`config.mk`:
```
export PLATFORM = sky130hd
export DESIGN_NAME = swm_cell
export DESIGN_NICKNAME = d
export VERILOG_FILES = /design/src/rtl/swm_pkg.sv /design/src/rtl/swm_cell.sv
export SDC_FILE = /design/constraint.sdc
export NUM_CORES = 1
export LEC_CHECK = 0
export ABC_AREA = 1
export BUFFER_PORTS_ARGS = -buffer_cell sky130_fd_sc_hd__buf_2
export CORE_ASPECT_RATIO = 0.5
export CORE_MARGIN = 2
export CORE_UTILIZATION = 45
export DETAILED_ROUTE_END_ITERATION = 12
export GPL_ROUTABILITY_DRIVEN = 0
export PLACE_DENSITY = 0.84
export SLEW_MARGIN = 20
export SYNTH_ARGS = -nofsm -noshare
export SYNTH_HDL_FRONTEND = slang
export SYNTH_SLANG_ARGS = --single-unit
```
`constraint.sdc`:
```
create_clock -name clk -period 2.9 [get_ports clk]
set_clock_uncertainty 0.2 [all_clocks]
set_input_delay 0.435 -clock clk [delete_from_list [all_inputs] [get_ports clk]]
set_output_delay 0.435 -clock clk [all_outputs]
set_load 0.005 [all_outputs]
```
`src/rtl/swm_pkg.sv`:
```
// Shared widths, register map and word types for the sliding window maximum block.
package swm_pkg;

  localparam int WINDOW_MAX = 64;
  localparam int POS_W      = 32;
  localparam int VAL_W      = 32;
  localparam int CFG_W      = 7;
  localparam int CNT_W      = $clog2(WINDOW_MAX + 1);
  localparam int DATA_W     = 32;
  localparam int ADDR_W     = 3;

  localparam logic REG_WINDOW_SIZE = 1'b0;

  typedef struct packed {
    logic                    valid;
    logic [POS_W-1:0]        pos;
    logic signed [VAL_W-1:0] value;
  } entry_t;

  typedef struct packed {
    logic                    load;
    logic                    shift;
    logic                    restart;
    logic [POS_W-1:0]        pos;
    logic signed [VAL_W-1:0] sample;
  } step_t;

endpackage

```
`src/rtl/swm_cell.sv`:
```
// One deque cell: holds a candidate and takes its neighbor's or the new sample.
module swm_cell import swm_pkg::*; (
  input  logic   clk,
  input  logic   rst,
  input  step_t  step,
  input  logic   front,
  input  logic   left_keep,
  input  logic   right_keep,
  input  entry_t right_entry,
  output entry_t entry,
  output entry_t entry_next,
  output logic   keep
);

  logic                    valid;
  logic [POS_W-1:0]        pos;
  logic signed [VAL_W-1:0] value;
  entry_t                  src;
  logic                    src_keep;
  logic                    prior_keep;

  assign entry = '{valid: valid, pos: pos, value: value};
  assign keep  = valid && !step.restart && !($signed(value) < $signed(step.sample));

  always_comb begin
    src        = step.shift ? right_entry : entry;
    src_keep   = step.shift ? right_keep : keep;
    prior_keep = step.shift ? (keep || front) : left_keep;
    entry_next = entry;
    if (step.load) begin
      priority if (src_keep) begin
        entry_next = src;
      end else if (prior_keep) begin
        entry_next = '{valid: 1'b1, pos: step.pos, value: step.sample};
      end else begin
        entry_next = src;
        entry_next.valid = 1'b0;
      end
    end
  end

  always_ff @(posedge clk) begin
    if (rst) begin
      valid <= 1'b0;
    end else begin
      valid <= entry_next.valid;
    end
  end

  always_ff @(posedge clk) begin
    pos   <= entry_next.pos;
    value <= entry_next.value;
  end

endmodule

```
==> flow_metrics.py <==
metrics = {
    "critical_path": {
        "reg2reg_to": "value[31]",
        "critPathLaunchType": "flip-flop",
        "critPathMaxFanout": 9,
        "worstPathCellList": "ha_1, nand2_1, nor2_1, nand2_1, nor2_1, nand2_2, nand3_1, nand3_4, a21oi_4, buf_6, clkbuf_16, nand3_2, nand3_1, nand2_1, buf_2",
        "critical-path-slowest-cell": "sky130_fd_sc_hd__dfxtp_1",
        "worst_path_dominant_cell_family": "simple AND/OR/NAND/NOR gates",
        "critical-path-top-cell-by-count": "sky130_fd_sc_hd__nand2_1",
        "timing.critical_path.required_ns": 2.27,
        "r2r_start": "value[31]",
        "cp.buffers_inverters": 3,
        "crit_end": "entry_next[9]",
        "worst_case_register_to_register_setup_slack_ns": -0.38,
        "worst_setup_path_category": "reg -> out",
        "critPathArrivalTime_ns": 2.81,
        "endpoint_kind": "primary output",
        "worst_path_largest_cell_delay_ns": 0.32,
        "crit_cells": 15,
        "worstRegToRegCells": 20,
        "crit_path_start": "value[31]",
    },
    "detailed_routing": {
        "dr_wl_met2_um": 9090,
        "first_pass_drt_iterations": 6,
        "detail-route-antenna-nets": 0,
        "wl_met1_um": 7380,
        "finalWirelength_um": 18850,
        "detail_route.iter0.violations": 468,
        "top_signal_layer_used": "met4",
        "route.detailed.wl_per_inst_um": 16.97,
        "total_number_of_vias": 5967,
        "vias_per_cell": 5.371,
        "drc": 0,
        "wl_met3_um": 1730,
    },
    "clock_network": {
        "cts-htree-levels": 3,
        "clock_tree_from_tritoncts": "yes",
        "worst_skew_pair.late_latency_ns": 0.32,
        "clock_tree.root_cell": "sky130_fd_sc_hd__clkbuf_16",
        "cts.sinks": 65,
        "cts_buffers": 9,
        "cts-root-to-sink-buffers": 2,
        "clk_transition_reported_paths_ns": 0.06,
    },
    "floorplanning": {
        "row_count": 25,
        "top_level_ports": 268,
        "initial_core_util_pct": 47.30,
        "dieArea_um2": 11000,
        "core_region_area_um2": 9634,
        "fp.dieH_um": 75.16,
        "die_w_um": 146.3,
    },
    "pwr": {
        "switching_power_of_the_nets_w": 0.001361,
        "total_power_w": 0.003898,
        "share_comb_of_total_power_pct": 42.4,
        "worst_ir_drop_vdd_mv": 0.3207,
        "cellPowerDensity_nw_per_um2": 530.1,
        "p_int_w": 0.002537,
        "share_seq_of_total_power_pct": 30.1,
        "netSwitchingFraction_pct": 34.92,
        "total_leakage_power_nw": 4.182,
        "clkPwrFrac_pct": 27.6,
    },
    "min_path": {
        "hold_class": "in -> reg",
    },
    "global_routing": {
        "number_of_antenna_violations_at_the_first_check_in_global_routing": 0,
        "grt_start_max_net_pins": 67,
        "grt_first_pass_wirelength_um": 26900,
        "global_route.overflow_total": 0,
        "track_usage_pct": 30.68,
        "number_of_global_route_vias_before_repair": 5578,
    },
    "sta": {
        "postLayoutSetupSlackWorst_ns": -0.5491,
        "rsz_0062_raised_after_global_routing": "true",
        "timing_worst_slew_pin_value_ns": 0.7182,
        "period_share_pct": 118.9,
        "maxSlewHeadroom_pct": 52.12,
        "final_max_slew_viol_count": 0,
        "number_of_endpoints_with_negative_hold_slack_in_the_final_report": 0,
        "period_needed_ns": 3.449,
        "setup_violations": 67,
        "max_freq_mhz": 289.9,
    },
    "placed_design": {
        "post-dp-hpwl_um": 11400,
        "placed_instance_area_um2": 6316,
        "dp_slack_ns": -0.4312,
        "numPortBuffers": 267,
    },
    "run": {
        "max_cap_violations": 0,
    },
    "status": {
        "failed_checks": "negative setup slack",
        "status": "complete, but fails checks",
    },
    "synth": {
        "syn-cell-area_um2": 4557,
        "count_of_distinct_cell_types_in_the_synthesized_netlist": 21,
        "synth_fp_nets": 820,
        "synth_area_per_cell_um2": 6.989,
        "synthesis.yosys.warnings": 0,
        "ys_seq_area_share_pct": 28.56,
        "syn_inst": 652,
        "synth.ff_latch_count": 65,
    },
    "cells_and_area": {
        "antennaDiodeCount": 0,
        "postLayoutCellArea_um2": 7353,
        "area_growth_pct": 61.37,
        "post_route_cells_drive_above_1_share_pct": 44.47,
        "num-nets-final": 1140,
    },
}
[metal layers]
metal	up-vias	track usage, %
li1	2783	-
met1	2758	36.74
met2	363	55.82
met3	63	6.000
met4	0	12.94
met5	-	0
[stage by stage]
step                      hold slack [ns]  util [%]  setup TNS [ns]  cells
after floorplan                    0.3001         -               0    652
after global placement             0.2644     65.56          -21.34   1065
after detailed placement           0.2707     65.56          -24.93   1065
after CTS                         0.05566     74.97          -25.01   1105
after global routing              0.04756     76.32          -45.48   1111
final                             0.06438     76.32          -33.69   1111
[cell usage in the layout, fill, tap and decap left out, types with 8 or more instances in the layout]
cell / instances
sky130_fd_sc_hd__buf_12: 8
sky130_fd_sc_hd__buf_2: 264
sky130_fd_sc_hd__buf_4: 53
sky130_fd_sc_hd__buf_6: 22
sky130_fd_sc_hd__clkbuf_16: 12
sky130_fd_sc_hd__dfxtp_1: 50
sky130_fd_sc_hd__dfxtp_2: 15
sky130_fd_sc_hd__ha_1: 17
sky130_fd_sc_hd__ha_4: 14
sky130_fd_sc_hd__inv_1: 42
sky130_fd_sc_hd__mux2i_1: 63
sky130_fd_sc_hd__nand2_1: 215
sky130_fd_sc_hd__nand2_2: 12
sky130_fd_sc_hd__nand3_1: 92
sky130_fd_sc_hd__nand3_2: 9
sky130_fd_sc_hd__nand3b_1: 33
sky130_fd_sc_hd__nor2_1: 15
[worst register-to-register path: stages (launching register included)]
cell and delay, ns:
sky130_fd_sc_hd__dfxtp_1 0.32, sky130_fd_sc_hd__ha_1 0.31, sky130_fd_sc_hd__nand2_1 0.09, sky130_fd_sc_hd__nor2_1 0.16, sky130_fd_sc_hd__nand2_1 0.11, sky130_fd_sc_hd__nor2_1 0.16, sky130_fd_sc_hd__nand2_2 0.09, sky130_fd_sc_hd__nand3_1 0.12
sky130_fd_sc_hd__nand3_4 0.10, sky130_fd_sc_hd__a21oi_4 0.26, sky130_fd_sc_hd__buf_6 0.18, sky130_fd_sc_hd__buf_6 0.16, sky130_fd_sc_hd__nand3_2 0.10, sky130_fd_sc_hd__nand3_2 0.10, sky130_fd_sc_hd__nand2_2 0.09, sky130_fd_sc_hd__buf_6 0.12
sky130_fd_sc_hd__buf_6 0.10, sky130_fd_sc_hd__buf_6 0.10, sky130_fd_sc_hd__buf_6 0.10, sky130_fd_sc_hd__buf_6 0.10, sky130_fd_sc_hd__buf_6 0.10
[how the worst min path moves through the flow]
stage,from,depth (start not counted),slack (ns),to
detailed placement,pos[1],2,0.27,pos[1]
floorplan,pos[0],2,0.30,pos[0]
global route,rst,2,0.05,valid
global placement,pos[1],2,0.26,pos[1]
CTS,rst,2,0.06,valid
finish,rst,2,0.06,valid
[final cells by class]
| class | instances | area [um^2] |
|---|---|---|
| clock buffer | 9 | 225.2 |
| clock inverter | 6 | 60.06 |
| fill | 681 | 2281 |
| inverter | 46 | 172.7 |
| multi-input combinational | 498 | 3149 |
| sequential | 65 | 1320 |
| tap | 135 | 168.9 |
| timing repair buffer | 352 | 2257 |
[Yosys cell counts]
cell                         n  area share, %
sky130_fd_sc_hd__nand3_2     1           0.22
sky130_fd_sc_hd__clkbuf_1   15            1.2
sky130_fd_sc_hd__nand3_1   101             11
sky130_fd_sc_hd__nand2_1   229             19
sky130_fd_sc_hd__nor3_1      2           0.22
sky130_fd_sc_hd__buf_4      12            2.0
sky130_fd_sc_hd__nor2_1     15            1.2
sky130_fd_sc_hd__or2_2       1           0.14
sky130_fd_sc_hd__mux2i_1    63             14
sky130_fd_sc_hd__buf_2       8           0.88
sky130_fd_sc_hd__nand4_1     1           0.14
sky130_fd_sc_hd__dfxtp_1    65             29
sky130_fd_sc_hd__nand3b_1   33            5.4
sky130_fd_sc_hd__a21oi_1    14            1.5
sky130_fd_sc_hd__buf_1       3           0.25
sky130_fd_sc_hd__buf_6       5            1.2
sky130_fd_sc_hd__o21ai_0     6           0.66
sky130_fd_sc_hd__inv_2       2           0.16
sky130_fd_sc_hd__ha_1       31            8.5
sky130_fd_sc_hd__inv_1      44            3.6
sky130_fd_sc_hd__a21oi_2     1           0.19
[cells by family (layout without fill, tap and decap cells)]
logic type	count (synthesis)	after routing	synth area share, %
buffers and inverters	89	413	9.363
and+or+nand+nor	383	383	37.34
adders and majority gates	31	31	8.512
AOI/OAI and AO/OA	21	21	2.389
DFF	65	65	28.56
muxes	63	63	13.84
[registers in the layout, summed over array words and instances (netlist names)]
register / flops
pos: 32
value: 32
valid: 1
[power groups by stage]
stage	clock, W	combinational, W	sequential (W)
floorplan	0	0.000648	0.00119
global placement	0	0.00130	0.00115
detailed placement	0	0.00133	0.00116
CTS	0.00108	0.00154	0.00117
global route	0.00114	0.00179	0.00119
finish	0.00107	0.00165	0.00117
[timing repair]
action / 4_1_cts / 5_1_grt
buffers inserted: 21 / 5
gates cloned: 4 / 4
hold buffers: 0 / 0
resized for setup: 73 / 23
pin swaps: 37 / 32
setup endpoints to repair: 65 / 70
No activity file was read; power rests on OpenSTA's default activity.
